--- src/hdl/one_euro_quaternion_smoother_macros.svh ---
// Assertion helpers shared by the smoother RTL.
`ifndef ONE_EURO_QUATERNION_SMOOTHER_MACROS_SVH
`define ONE_EURO_QUATERNION_SMOOTHER_MACROS_SVH
`ifndef SYNTHESIS
// same-cycle implication
`define OEQS_ASSERT_NOW(lbl, clk, rstn, ante, cons) \
    lbl: assert property (@(posedge clk) disable iff (!rstn) (ante) |-> (cons)) \
        else $error("oeqs: check failed");
// next-cycle implication
`define OEQS_ASSERT_NEXT(lbl, clk, rstn, ante, cons) \
    lbl: assert property (@(posedge clk) disable iff (!rstn) (ante) |=> (cons)) \
        else $error("oeqs: check failed");
`else
`define OEQS_ASSERT_NOW(lbl, clk, rstn, ante, cons)
`define OEQS_ASSERT_NEXT(lbl, clk, rstn, ante, cons)
`endif
`endif

--- src/hdl/oeqs_pkg.sv ---
package oeqs_pkg;

    localparam int CHANNELS      = 4;
    localparam int COMP_BITS_DEF = 16;
    localparam int RATE_BITS     = 16;
    localparam int RATE_AXES     = 3;
    // narrowest shared multiplier operand: cut * 2pi needs 16 x 19 bits unsigned
    localparam int MUL_MIN_W     = 20;

    localparam logic [18:0] TWO_PI_Q16 = 19'd411775;

    localparam int APB_AW = 4;
    localparam int APB_DW = 32;

    localparam logic [9:0]  RST_SAMPLE_RATE = 10'd90;
    localparam logic [15:0] RST_MIN_CUTOFF  = 16'd256;
    localparam logic [15:0] RST_BETA_GAIN   = 16'd0;

    typedef enum logic [1:0] {
        REG_SAMPLE_RATE = 2'd0,
        REG_MIN_CUTOFF  = 2'd1,
        REG_BETA_GAIN   = 2'd2
    } t_reg_idx;

endpackage

--- src/hdl/oeqs_mul.sv ---
// Shared signed multiplier, product registered.
module oeqs_mul #(
    parameter int W = oeqs_pkg::MUL_MIN_W
) (
    input  logic                  i_clk,
    input  logic signed [W-1:0]   i_a,
    input  logic signed [W-1:0]   i_b,
    output logic signed [2*W-1:0] o_p
);

    logic signed [2*W-1:0] r_p;

    always_ff @(posedge i_clk) begin
        r_p <= i_a * i_b;
    end

    assign o_p = r_p;

endmodule

--- src/hdl/one_euro_quaternion_smoother.sv ---
// Channel   Dir  Handshake                     Payload
// s_axis    in   s_axis_tvalid/s_axis_tready   quaternion x,y,z,w + angular rate x,y,z
// m_axis    out  m_axis_tvalid/m_axis_tready   smoothed quaternion x,y,z,w
// apb       in   psel/penable/pwrite/pready    sample_rate_hz, min_cutoff, beta_gain
//
// Flow: one beat at a time; s_axis_tready is high only while the sequencer idles.
// A primed beat runs from accept to result load through distance, flip, rate squares,
// square root, cutoff/alpha setup, divide, blend and load. The first beat after reset
// goes from flip straight to load. All products go through oeqs_mul.
// Reset (synchronous, active low) restores the identity quaternion and config registers.
// A waiting result never blocks accept; only the final load step stalls on m_axis.
`include "one_euro_quaternion_smoother_macros.svh"

module one_euro_quaternion_smoother #(
    parameter int COMP_BITS = oeqs_pkg::COMP_BITS_DEF,
    localparam int IN_W  = ((4 * COMP_BITS + 3 * oeqs_pkg::RATE_BITS + 7) / 8) * 8,
    localparam int OUT_W = ((4 * COMP_BITS + 7) / 8) * 8
) (
    input  logic                        i_clk,
    input  logic                        i_rst_n,
    input  logic                        s_axis_tvalid,
    output logic                        s_axis_tready,
    // quat_x, quat_y, quat_z, quat_w, rate_x, rate_y, rate_z (low bits first)
    input  logic [IN_W-1:0]             s_axis_tdata,
    output logic                        m_axis_tvalid,
    input  logic                        m_axis_tready,
    // out_x, out_y, out_z, out_w (low bits first)
    output logic [OUT_W-1:0]            m_axis_tdata,
    input  logic                        psel,
    input  logic                        penable,
    input  logic                        pwrite,
    input  logic [oeqs_pkg::APB_AW-1:0] paddr,
    input  logic [oeqs_pkg::APB_DW-1:0] pwdata,
    output logic [oeqs_pkg::APB_DW-1:0] prdata,
    output logic                        pready
);

    localparam int NCH = oeqs_pkg::CHANNELS;
    localparam int NAX = oeqs_pkg::RATE_AXES;
    localparam int RB  = oeqs_pkg::RATE_BITS;
    localparam int MW  = (COMP_BITS + 1 > oeqs_pkg::MUL_MIN_W) ?
                         COMP_BITS + 1 : oeqs_pkg::MUL_MIN_W;
    localparam int PW  = 2 * MW;
    localparam int DACC_W = 2 * COMP_BITS + 3;
    localparam logic [DACC_W-1:0] DIST_TH =
        {{(DACC_W-1){1'b0}}, 1'b1} << (2 * COMP_BITS - 1);
    localparam logic signed [COMP_BITS-1:0] COMP_MIN = {1'b1, {(COMP_BITS-1){1'b0}}};
    localparam logic signed [COMP_BITS-1:0] COMP_MAX = {1'b0, {(COMP_BITS-1){1'b1}}};

    typedef enum logic [3:0] {
        S_IDLE, S_DIST, S_FLIP, S_RATE, S_SQRT, S_BETA, S_NUM,
        S_DEN, S_DINIT, S_DIV, S_BLEND, S_OUT
    } t_state;

    t_state      r_state;
    logic [4:0]  r_idx;
    logic        r_primed;
    logic        r_ovld;

    logic [9:0]  r_rate_hz;
    logic [15:0] r_min_cut;
    logic [15:0] r_beta;

    // datapath
    logic signed [COMP_BITS-1:0] r_q   [NCH];   // input, rotates while in use
    logic signed [COMP_BITS-1:0] r_sq  [NCH];   // stored output, rotates with r_q
    logic signed [COMP_BITS-1:0] r_out [NCH];
    logic signed [RB-1:0]        r_rate [NAX];
    logic [DACC_W-1:0] r_dacc;
    logic [31:0]       r_racc;
    logic [31:0]       r_rad;
    logic [16:0]       r_srem;
    logic [15:0]       r_mag;
    logic [15:0]       r_cut;
    logic [34:0]       r_num;
    logic [35:0]       r_den;
    logic [35:0]       r_drem;
    logic [16:0]       r_nlo;
    logic [16:0]       r_quot;

    logic signed [MW-1:0] mul_a;
    logic signed [MW-1:0] mul_b;
    logic signed [PW-1:0] mul_p;

    oeqs_mul #(.W(MW)) u_mul (
        .i_clk (i_clk),
        .i_a   (mul_a),
        .i_b   (mul_b),
        .o_p   (mul_p)
    );

    logic s_acc, m_acc, cfg_wr, out_load;
    assign s_axis_tready = (r_state == S_IDLE);
    assign s_acc    = s_axis_tvalid && s_axis_tready;
    assign m_acc    = r_ovld && m_axis_tready;
    assign cfg_wr   = psel && penable && pwrite;
    assign out_load = (r_state == S_OUT) && (!r_ovld || m_axis_tready);

    // element-0 differences
    logic signed [COMP_BITS:0] dist_d;   // s - q
    logic signed [COMP_BITS:0] blend_d;  // q - s
    assign dist_d  = {r_sq[0][COMP_BITS-1], r_sq[0]} - {r_q[0][COMP_BITS-1], r_q[0]};
    assign blend_d = {r_q[0][COMP_BITS-1], r_q[0]} - {r_sq[0][COMP_BITS-1], r_sq[0]};

    // shared multiplier operand select
    always_comb begin
        mul_a = '0;
        mul_b = '0;
        case (r_state)
            S_DIST: begin
                mul_a = MW'(dist_d);
                mul_b = MW'(dist_d);
            end
            S_RATE: begin
                mul_a = MW'(r_rate[0]);
                mul_b = MW'(r_rate[0]);
            end
            S_BETA: begin
                mul_a = MW'($signed({1'b0, r_beta}));
                mul_b = MW'($signed({1'b0, r_mag}));
            end
            S_NUM: begin
                mul_a = MW'($signed({1'b0, r_cut}));
                mul_b = MW'($signed({1'b0, oeqs_pkg::TWO_PI_Q16}));
            end
            S_BLEND: begin
                mul_a = MW'($signed({1'b0, r_quot}));
                mul_b = MW'(blend_d);
            end
            default: begin
                mul_a = '0;
                mul_b = '0;
            end
        endcase
    end

    // antipodal flip
    logic flip;
    logic signed [COMP_BITS-1:0] q_neg [NCH];
    assign flip = (r_dacc > DIST_TH);
    always_comb begin
        for (int i = 0; i < NCH; i++) begin
            if (!flip) q_neg[i] = r_q[i];
            else if (r_q[i] == COMP_MIN) q_neg[i] = COMP_MAX;
            else q_neg[i] = -r_q[i];
        end
    end

    // square root step, two radicand bits per cycle
    logic [18:0] sq_sh, sq_trial;
    logic        sq_ge;
    assign sq_sh    = {r_srem, r_rad[31:30]};
    assign sq_trial = {1'b0, r_mag, 2'b01};
    assign sq_ge    = (sq_sh >= sq_trial);

    // cutoff with saturation
    logic [24:0] cut_sum;
    assign cut_sum = {9'd0, r_min_cut} + 25'(mul_p[32:8]);

    logic [9:0] freq;
    assign freq = (r_rate_hz == '0) ? 10'd1 : r_rate_hz;

    logic [51:0] numer;
    assign numer = {r_num, 16'd0} + 52'(r_den >> 1);

    // restoring divide step
    logic [36:0] dv_sh;
    logic        dv_ge;
    assign dv_sh = {r_drem, r_nlo[16]};
    assign dv_ge = (dv_sh >= {1'b0, r_den});

    // blend: s + round(alpha * (q - s) / 2^16), half up
    logic signed [PW:0] bl_rnd;
    logic signed [COMP_BITS-1:0] bl_new;
    assign bl_rnd = ($signed({mul_p[PW-1], mul_p}) + (PW+1)'(32768)) >>> 16;
    assign bl_new = r_sq[0] + COMP_BITS'(bl_rnd);

    // control and stored state
    always_ff @(posedge i_clk) begin
        if (!i_rst_n) begin
            r_state   <= S_IDLE;
            r_idx     <= '0;
            r_primed  <= 1'b0;
            r_ovld    <= 1'b0;
            r_rate_hz <= oeqs_pkg::RST_SAMPLE_RATE;
            r_min_cut <= oeqs_pkg::RST_MIN_CUTOFF;
            r_beta    <= oeqs_pkg::RST_BETA_GAIN;
            for (int i = 0; i < NCH - 1; i++) r_sq[i] <= '0;
            r_sq[NCH-1] <= COMP_MAX;
        end else begin
            if (cfg_wr) begin
                unique case (paddr[3:2])
                    oeqs_pkg::REG_SAMPLE_RATE: r_rate_hz <= pwdata[9:0];
                    oeqs_pkg::REG_MIN_CUTOFF:  r_min_cut <= pwdata[15:0];
                    oeqs_pkg::REG_BETA_GAIN:   r_beta    <= pwdata[15:0];
                    default: ;
                endcase
            end
            if (m_acc && !out_load) r_ovld <= 1'b0;

            unique case (r_state)
                S_IDLE: begin
                    if (s_acc) begin
                        r_state <= S_DIST;
                        r_idx   <= '0;
                    end
                end
                S_DIST: begin
                    if (r_idx < 5'(NCH)) begin
                        for (int i = 0; i < NCH - 1; i++) r_sq[i] <= r_sq[i+1];
                        r_sq[NCH-1] <= r_sq[0];
                    end
                    if (r_idx == 5'(NCH)) begin
                        r_state <= S_FLIP;
                        r_idx   <= '0;
                    end else begin
                        r_idx <= r_idx + 5'd1;
                    end
                end
                S_FLIP: begin
                    if (!r_primed) begin
                        for (int i = 0; i < NCH; i++) r_sq[i] <= q_neg[i];
                        r_primed <= 1'b1;
                        r_state  <= S_OUT;
                    end else begin
                        r_state <= S_RATE;
                    end
                end
                S_RATE: begin
                    if (r_idx == 5'(NAX)) begin
                        r_state <= S_SQRT;
                        r_idx   <= '0;
                    end else begin
                        r_idx <= r_idx + 5'd1;
                    end
                end
                S_SQRT: begin
                    if (r_idx == 5'd15) begin
                        r_state <= S_BETA;
                        r_idx   <= '0;
                    end else begin
                        r_idx <= r_idx + 5'd1;
                    end
                end
                S_BETA: begin
                    if (r_idx == 5'd1) begin
                        r_state <= S_NUM;
                        r_idx   <= '0;
                    end else begin
                        r_idx <= r_idx + 5'd1;
                    end
                end
                S_NUM: begin
                    if (r_idx == 5'd1) begin
                        r_state <= S_DEN;
                        r_idx   <= '0;
                    end else begin
                        r_idx <= r_idx + 5'd1;
                    end
                end
                S_DEN:   r_state <= S_DINIT;
                S_DINIT: begin
                    r_state <= S_DIV;
                    r_idx   <= '0;
                end
                S_DIV: begin
                    if (r_idx == 5'd16) begin
                        r_state <= S_BLEND;
                        r_idx   <= '0;
                    end else begin
                        r_idx <= r_idx + 5'd1;
                    end
                end
                S_BLEND: begin
                    // odd cycle: product of element 0 is ready, write and rotate
                    if (r_idx[0]) begin
                        for (int i = 0; i < NCH - 1; i++) r_sq[i] <= r_sq[i+1];
                        r_sq[NCH-1] <= bl_new;
                    end
                    if (r_idx == 5'(2 * NCH - 1)) begin
                        r_state <= S_OUT;
                        r_idx   <= '0;
                    end else begin
                        r_idx <= r_idx + 5'd1;
                    end
                end
                S_OUT: begin
                    if (out_load) begin
                        r_ovld  <= 1'b1;
                        r_state <= S_IDLE;
                    end
                end
                default: r_state <= S_IDLE;
            endcase
        end
    end

    // payload registers
    always_ff @(posedge i_clk) begin
        case (r_state)
            S_IDLE: begin
                if (s_acc) begin
                    for (int i = 0; i < NCH; i++)
                        r_q[i] <= s_axis_tdata[i*COMP_BITS +: COMP_BITS];
                    for (int j = 0; j < NAX; j++)
                        r_rate[j] <= s_axis_tdata[NCH*COMP_BITS + j*RB +: RB];
                    r_dacc <= '0;
                    r_racc <= '0;
                end
            end
            S_DIST: begin
                if (r_idx < 5'(NCH)) begin
                    for (int i = 0; i < NCH - 1; i++) r_q[i] <= r_q[i+1];
                    r_q[NCH-1] <= r_q[0];
                end
                if (r_idx != 5'd0) r_dacc <= r_dacc + DACC_W'($unsigned(mul_p));
            end
            S_FLIP: begin
                for (int i = 0; i < NCH; i++) r_q[i] <= q_neg[i];
            end
            S_RATE: begin
                if (r_idx < 5'(NAX)) begin
                    for (int j = 0; j < NAX - 1; j++) r_rate[j] <= r_rate[j+1];
                    r_rate[NAX-1] <= r_rate[0];
                end
                if (r_idx != 5'd0) r_racc <= r_racc + 32'($unsigned(mul_p));
                if (r_idx == 5'(NAX)) begin
                    r_rad  <= r_racc + 32'($unsigned(mul_p));
                    r_srem <= '0;
                    r_mag  <= '0;
                end
            end
            S_SQRT: begin
                r_rad  <= r_rad << 2;
                r_srem <= sq_ge ? 17'(sq_sh - sq_trial) : 17'(sq_sh);
                r_mag  <= {r_mag[14:0], sq_ge};
            end
            S_BETA: begin
                if (r_idx == 5'd1)
                    r_cut <= (cut_sum[24:16] != '0) ? 16'hFFFF : cut_sum[15:0];
            end
            S_NUM: begin
                if (r_idx == 5'd1) r_num <= mul_p[34:0];
            end
            S_DEN: begin
                r_den <= {1'b0, r_num} + {2'b00, freq, 24'd0};
            end
            S_DINIT: begin
                r_drem <= {1'b0, numer[51:17]};
                r_nlo  <= numer[16:0];
                r_quot <= '0;
            end
            S_DIV: begin
                r_drem <= dv_ge ? 36'(dv_sh - {1'b0, r_den}) : dv_sh[35:0];
                r_nlo  <= r_nlo << 1;
                r_quot <= {r_quot[15:0], dv_ge};
            end
            S_BLEND: begin
                if (r_idx[0]) begin
                    for (int i = 0; i < NCH - 1; i++) r_q[i] <= r_q[i+1];
                    r_q[NCH-1] <= r_q[0];
                end
            end
            S_OUT: begin
                if (out_load) begin
                    for (int i = 0; i < NCH; i++) r_out[i] <= r_sq[i];
                end
            end
            default: ;
        endcase
    end

    // ports
    assign m_axis_tvalid = r_ovld;
    always_comb begin
        m_axis_tdata = '0;
        for (int i = 0; i < NCH; i++)
            m_axis_tdata[i*COMP_BITS +: COMP_BITS] = r_out[i];
    end

    assign pready = 1'b1;
    always_comb begin
        unique case (paddr[3:2])
            oeqs_pkg::REG_SAMPLE_RATE: prdata = {22'd0, r_rate_hz};
            oeqs_pkg::REG_MIN_CUTOFF:  prdata = {16'd0, r_min_cut};
            oeqs_pkg::REG_BETA_GAIN:   prdata = {16'd0, r_beta};
            default:                   prdata = '0;
        endcase
    end

    // checks
    `OEQS_ASSERT_NEXT(a_out_drains, i_clk, i_rst_n, m_acc && !out_load, !m_axis_tvalid)
    `OEQS_ASSERT_NEXT(a_out_loads, i_clk, i_rst_n, out_load, m_axis_tvalid)
    `OEQS_ASSERT_NOW(a_div_rem, i_clk, i_rst_n, r_state == S_DIV, r_drem < r_den)
    `OEQS_ASSERT_NEXT(a_primed_holds, i_clk, i_rst_n, r_primed, r_primed)
    `OEQS_ASSERT_NEXT(a_accept_starts, i_clk, i_rst_n, s_acc, (r_state == S_DIST) && !s_axis_tready)

endmodule
--- config.mk ---
export PLATFORM = sky130hd
export DESIGN_NAME = one_euro_quaternion_smoother
export DESIGN_NICKNAME = d
export VERILOG_FILES = /design/src/hdl/oeqs_pkg.sv /design/src/hdl/oeqs_mul.sv /design/src/hdl/one_euro_quaternion_smoother.sv
export VERILOG_INCLUDE_DIRS = /design/src /design/src/hdl
export SDC_FILE = /design/constraint.sdc
export NUM_CORES = 2
export LEC_CHECK = 0
export ABC_AREA = 1
export BUFFER_PORTS_ARGS = -buffer_cell sky130_fd_sc_hd__clkbuf_2
export CAP_MARGIN = 20
export CORE_MARGIN = 2
export CORE_UTILIZATION = 65
export DETAILED_ROUTE_END_ITERATION = 6
export GPL_ROUTABILITY_DRIVEN = 0
export GPL_TIMING_DRIVEN = 0
export PLACE_DENSITY = 0.81
export SYNTH_ARGS = -nofsm -noshare
export SYNTH_HDL_FRONTEND = slang
export SYNTH_HIERARCHICAL = 1
export SYNTH_SLANG_ARGS = --single-unit
--- constraint.sdc ---
create_clock -name i_clk -period 13 [get_ports i_clk]
set_input_delay 0.65 -clock i_clk [delete_from_list [all_inputs] [get_ports i_clk]]
set_output_delay 0.65 -clock i_clk [all_outputs]
set_load 0.01 [all_outputs]
# After elaboration in Yosys (flattened, before gate mapping)
# Memory sizes are Yosys's and may differ from the RTL's.
# Index checks and enable logic that the tools add are counted.
[classes]
addsub = 16
multipliers = 1
n_lt_le_gt_ge = 5
n_eq_ne = 34
muxes = 104
bitwise = 27
reduce_logical = 30
[op_table]
columns = ["cell", "count"]
rows = [
  ["16-bit 2-to-1 mux", 36],
  ["20-bit one-hot mux with 5 select lines", 2],
  ["32-bit one-hot mux with 2 select lines", 2],
  ["17-bit one-hot mux with 2 select lines", 3],
  ["32-bit 2-to-1 mux", 3],
  ["36-bit one-hot mux with 2 select lines", 1],
  ["35-bit 2-to-1 mux", 2],
  ["35-bit one-hot mux with 2 select lines", 1],
  ["16-bit equality test (second input constant)", 4],
  ["16-bit negator", 4],
  ["51-bit by 35-bit adder with 52-bit output", 1],
  ["16-bit one-hot mux with 3 select lines", 1],
  ["4-bit one-hot mux with 12 select lines", 1],
  ["4-bit 2-to-1 mux", 10],
  ["5-bit one-hot mux with 8 select lines", 1],
  ["37-bit by 36-bit >= comparator with 1-bit output", 1],
  ["35-bit by 34-bit adder with 36-bit output", 1],
  ["36-bit 2-to-1 mux", 1],
  ["36-bit subtractor", 1],
  ["35-bit adder", 1],
  ["35-bit by 32-bit greater-than comparator with 1-bit output (second input constant)", 1],
  ["20-bit by 20-bit multiplier with 35-bit output", 1],
  ["5-bit 2-to-1 mux", 7],
  ["17-bit 2-to-1 mux", 2],
  ["other kinds (41)", 129],
]
[totals]
regBits = 377
ramBits = 240
out_inout_bits = 99
word_cells = 240
n_memories = 4
[mem_list]
columns = ["memory", "words", "word_bits", "rd", "rd_ports_with_merged_regs", "wr", "line", "rtl"]
rows = [
  ["r_out", 4, 16, 4, 0, 4, "one_euro_quaternion_smoother.sv:67", "logic signed [COMP_BITS-1:0] r_out [NCH];"],
  ["r_q", 4, 16, 4, 0, 4, "one_euro_quaternion_smoother.sv:65", "logic signed [COMP_BITS-1:0] r_q [NCH];"],
  ["r_sq", 4, 16, 4, 0, 4, "one_euro_quaternion_smoother.sv:66", "logic signed [COMP_BITS-1:0] r_sq [NCH];"],
  ["r_rate", 3, 16, 3, 0, 3, "one_euro_quaternion_smoother.sv:68", "logic signed [RB-1:0] r_rate [NAX];"],
]

# Depth between registers and ports, before layout
[logic_depth]
word_depth = 8
ltp_mapped = 42
ltp_nobuf = 40

# Hierarchy
# Netlist, hierarchy kept.
[by_module_without_submodules]
columns = ["mod", "n_inst", "cells_each", "area_per_inst_um2"]
rows = [
  ["one_euro_quaternion_smoother", 1, 5408, 41053.1],
  ["oeqs_mul", 1, 2317, 17580.6],
]

# Least setup slack after synthesis
# Ideal clock, no wire load.
[synth_path]
path_kind = "register to register"
from = "memory r_q[0][4] (netlist name)"
to = "register, netlist name u_mul/o_p[39]"
setup_time_ns = 0.113
arrival_ns = 7.792
required_ns = 12.887
path_slack_ns = 5.095
stages_incl_launch_ff = 36
path_buffers = 2
cell_sequence = "edfxtp_1 -> inv_1 -> ha_1 -> clkbuf_1 -> nand2_1 -> nor2_1 -> inv_1 -> o21ai_1 -> nand2_1 -> nand3_1 -> nand3_1 -> nand2_1 -> clkbuf_1 -> nand2_1 -> inv_1 -> fa_1 -> fa_1 -> inv_1 -> fa_1 -> fa_1 -> inv_1 -> fa_1 -> fa_1 -> inv_1 -> fa_1 -> inv_1 -> ha_1 -> nand2_1 -> inv_1 -> a21oi_1 -> nand2_1 -> nand2_1 -> nand2_1 -> nand3b_1 -> nand2_1 -> nand2_1"
[synth_rtl]
columns = ["item", "line"]
rows = [
  ["start, declared", "one_euro_quaternion_smoother.sv:65"],
]

==> results.cfg <==
[final_layout]
nNetsFinal = 8672
layout-drive-gt1-share = 0.0700
multi_input_area_sq_mm = 0.0331
register_area_sq_mm = 0.0176
layout-area-overhead-vs-synth_pct = 9.66
fillCellCount = 6836
final_core_util = 0.719

[worst_setup_path]
crit_type = flip-flop to flip-flop
worstPathRequired_ns = 13.50
slowest_stage = fa_1
worst-endpoint-arrival_ns = 9.83
r2r_setup_slack_ns = 3.67
crit_top_cell = nand2_1
reg2reg_depth = 37
cp-end-kind = flip-flop
crit_fanout = 10
worst_path_largest_cell_delay_ns = 0.62
start_kind = flip-flop
rr_startpoint = r_q[0][2]$_DFFE_PP_
reg2reg_to = u_mul/o_p[33]$_DFF_P_

[timing]
finalCriticalPeriod_ns = 9.33
fin_tns_setup_ns = 0
hold_violations = 0
finalCritPeriodShare = 0.717
maxSlewViolCount = 0
setup_viol_count_final = 0
relSlewSlack = 0.237
skew_ns = 0.0413
timing.final.ws_setup_ns = 3.67
worstMarginPinSlew_ns = 1.14
rsz0062_at_grt = no
fmax_ghz = 0.107

[routing]
viasPerCell = 6.02
first_iter_violations = 7651
drtAntennaViolNets = 0
wl_per_cell_um = 20.8
num_vias = 54300
drt-total-wl_um = 188000
first_pass_iters = 7
route.detailed.drc = 7

[flow_run]
drv_cap = 0

[die]
std_cell_rows = 108
die_y_um = 300
ios = 254
die_area_sq_mm = 0.0899
initial_utilization = 0.656
core_area_sq_mm = 0.0868
die_x_um = 300

[power_and_ir_drop]
power-per-cell-area_mw_per_mm2 = 252
power_uw = 15700
p_leak_uw = 0.0308
peakVddDrop_v = 0.000262

[synthesis]
syn_inst = 7477
netlist_area_sq_mm = 0.0569
ys_warn_count = 6
syn_area_per_cell_sq_um = 7.61

[cts]
path_clk_slew_ns = 0.06
cts_setup_buffers = 0
clock-sinks = 617
cts_tree = yes
cts_buffer_depth = 3
insertion_delay_ns = 0.66
h-tree-depth = 3
root_buffer = clkbuf_16
cts_buffers = 71
cts_resized = 0
hold_buffers = 0

[grt]
grt_max_degree = 36
grt_pass1_wl_um = 288000
grt.total_usage = 0.415
grt_overflow_total = 0
first_global_vias = 51600
antenna_found_initial = 5

[place]
port_buffers = 218
hpwl_um = 149000
post-place-ws_ns = 4.02

[worst_hold_path]
hp-class = input pin to flip-flop
whs_endpoint = r_beta[14]$_SDFFE_PN0P_
worstHoldStart = pwdata[14]
hold_depth = 3

[outcome]
status = complete, but fails checks
violations = design-rule violations
==> cells in the final DEF (no fill, tap or decap), drive strengths merged, types with 62 or more instances in the layout <==
| cell type | count |
|---|---|
| ha | 324 |
| o21ai | 395 |
| nor3 | 79 |
| xor2 | 87 |
| clkbuf | 466 |
| nor2 | 699 |
| nand3 | 440 |
| nand2 | 2012 |
| a21oi | 346 |
| fa | 392 |
| dfxtp | 88 |
| inv | 1385 |
| xnor2 | 62 |
| buf | 93 |
| edfxtp | 529 |
| nand4 | 64 |
==> worst max-delay path by stage <==
stage / start / to / slack, ns / depth (start not counted)
floorplan: r_q[0][4]$_DFFE_PP_ / u_mul/o_p[34]$_DFF_P_ / 5.45 / 35
global placement: r_idx[4]$_SDFFE_PN0P_ / r_dacc[8]$_SDFFCE_PN0P_ / 1.01 / 7
detailed placement: r_q[0][2]$_DFFE_PP_ / u_mul/o_p[32]$_DFF_P_ / 4.02 / 34
CTS: r_q[0][2]$_DFFE_PP_ / u_mul/o_p[25]$_DFF_P_ / 3.95 / 35
global route: r_q[0][2]$_DFFE_PP_ / u_mul/o_p[33]$_DFF_P_ / 3.22 / 37
finish: r_q[0][2]$_DFFE_PP_ / u_mul/o_p[33]$_DFF_P_ / 3.67 / 37
==> cell type report <==
class                      instances  share of cell area
multi-input combinational       5248               0.531
timing repair buffer             236              0.0220
clock inverter                    50              0.0107
antenna                            4            0.000161
clock buffer                      82              0.0300
buffer                           241              0.0170
sequential                       617               0.283
tap                             1155              0.0232
inverter                        1386              0.0834
==> state kept, by name, indices dropped and copies added, names as in the netlist, 5 cells and up <==
register and flops:
r_beta 16, r_cut 16, r_dacc 35, r_den 36, r_drem 36, r_idx 5
r_mag 16, r_min_cut 16, r_nlo 17, r_num 35, r_out 64, r_q 64
r_quot 17, r_racc 32, r_rad 32, r_rate 48, r_rate_hz 10, r_sq 64
r_srem 17, u_mul/o_p 35
==> routing by layer <==
layer	up-vias	GRT usage	routed length [um]
met4	6	0.228	12300
li1	24400	-	-
met2	4116	0.610	78900
met5	-	0	70
met1	25000	0.546	67100
met3	834	0.134	29500
==> power by group <==
part,internal (uW),switching (uW)
clock,1290,919
combinational,3140,6780
sequential,2970,638
==> worst max-delay path, delay by kind of cell, from the launching register on <==
| kind | cells | cell delay [ns] |
|---|---|---|
| AND/OR/NAND/NOR | 17 | 1.74 |
| flip-flops | 1 | 0.57 |
| buffers and inverters | 8 | 1.51 |
| AO/OA/AOI/OAI | 3 | 0.80 |
| adder cells (fa/ha/maj) | 9 | 4.52 |
==> per-stage QoR <==
step / instance area [sq um] / std cells / hold WS [ns]
final: 62400 / 9019 / 0.251
after global routing: 62400 / 9015 / 0.275
after CTS: 62300 / 9014 / 0.249
after detailed placement: 59800 / 8882 / 0.434
after global placement: 59500 / 8865 / 0.436
after floorplan: 56900 / 7492 / 0.412
No activity file was read; power rests on OpenSTA's default activity.
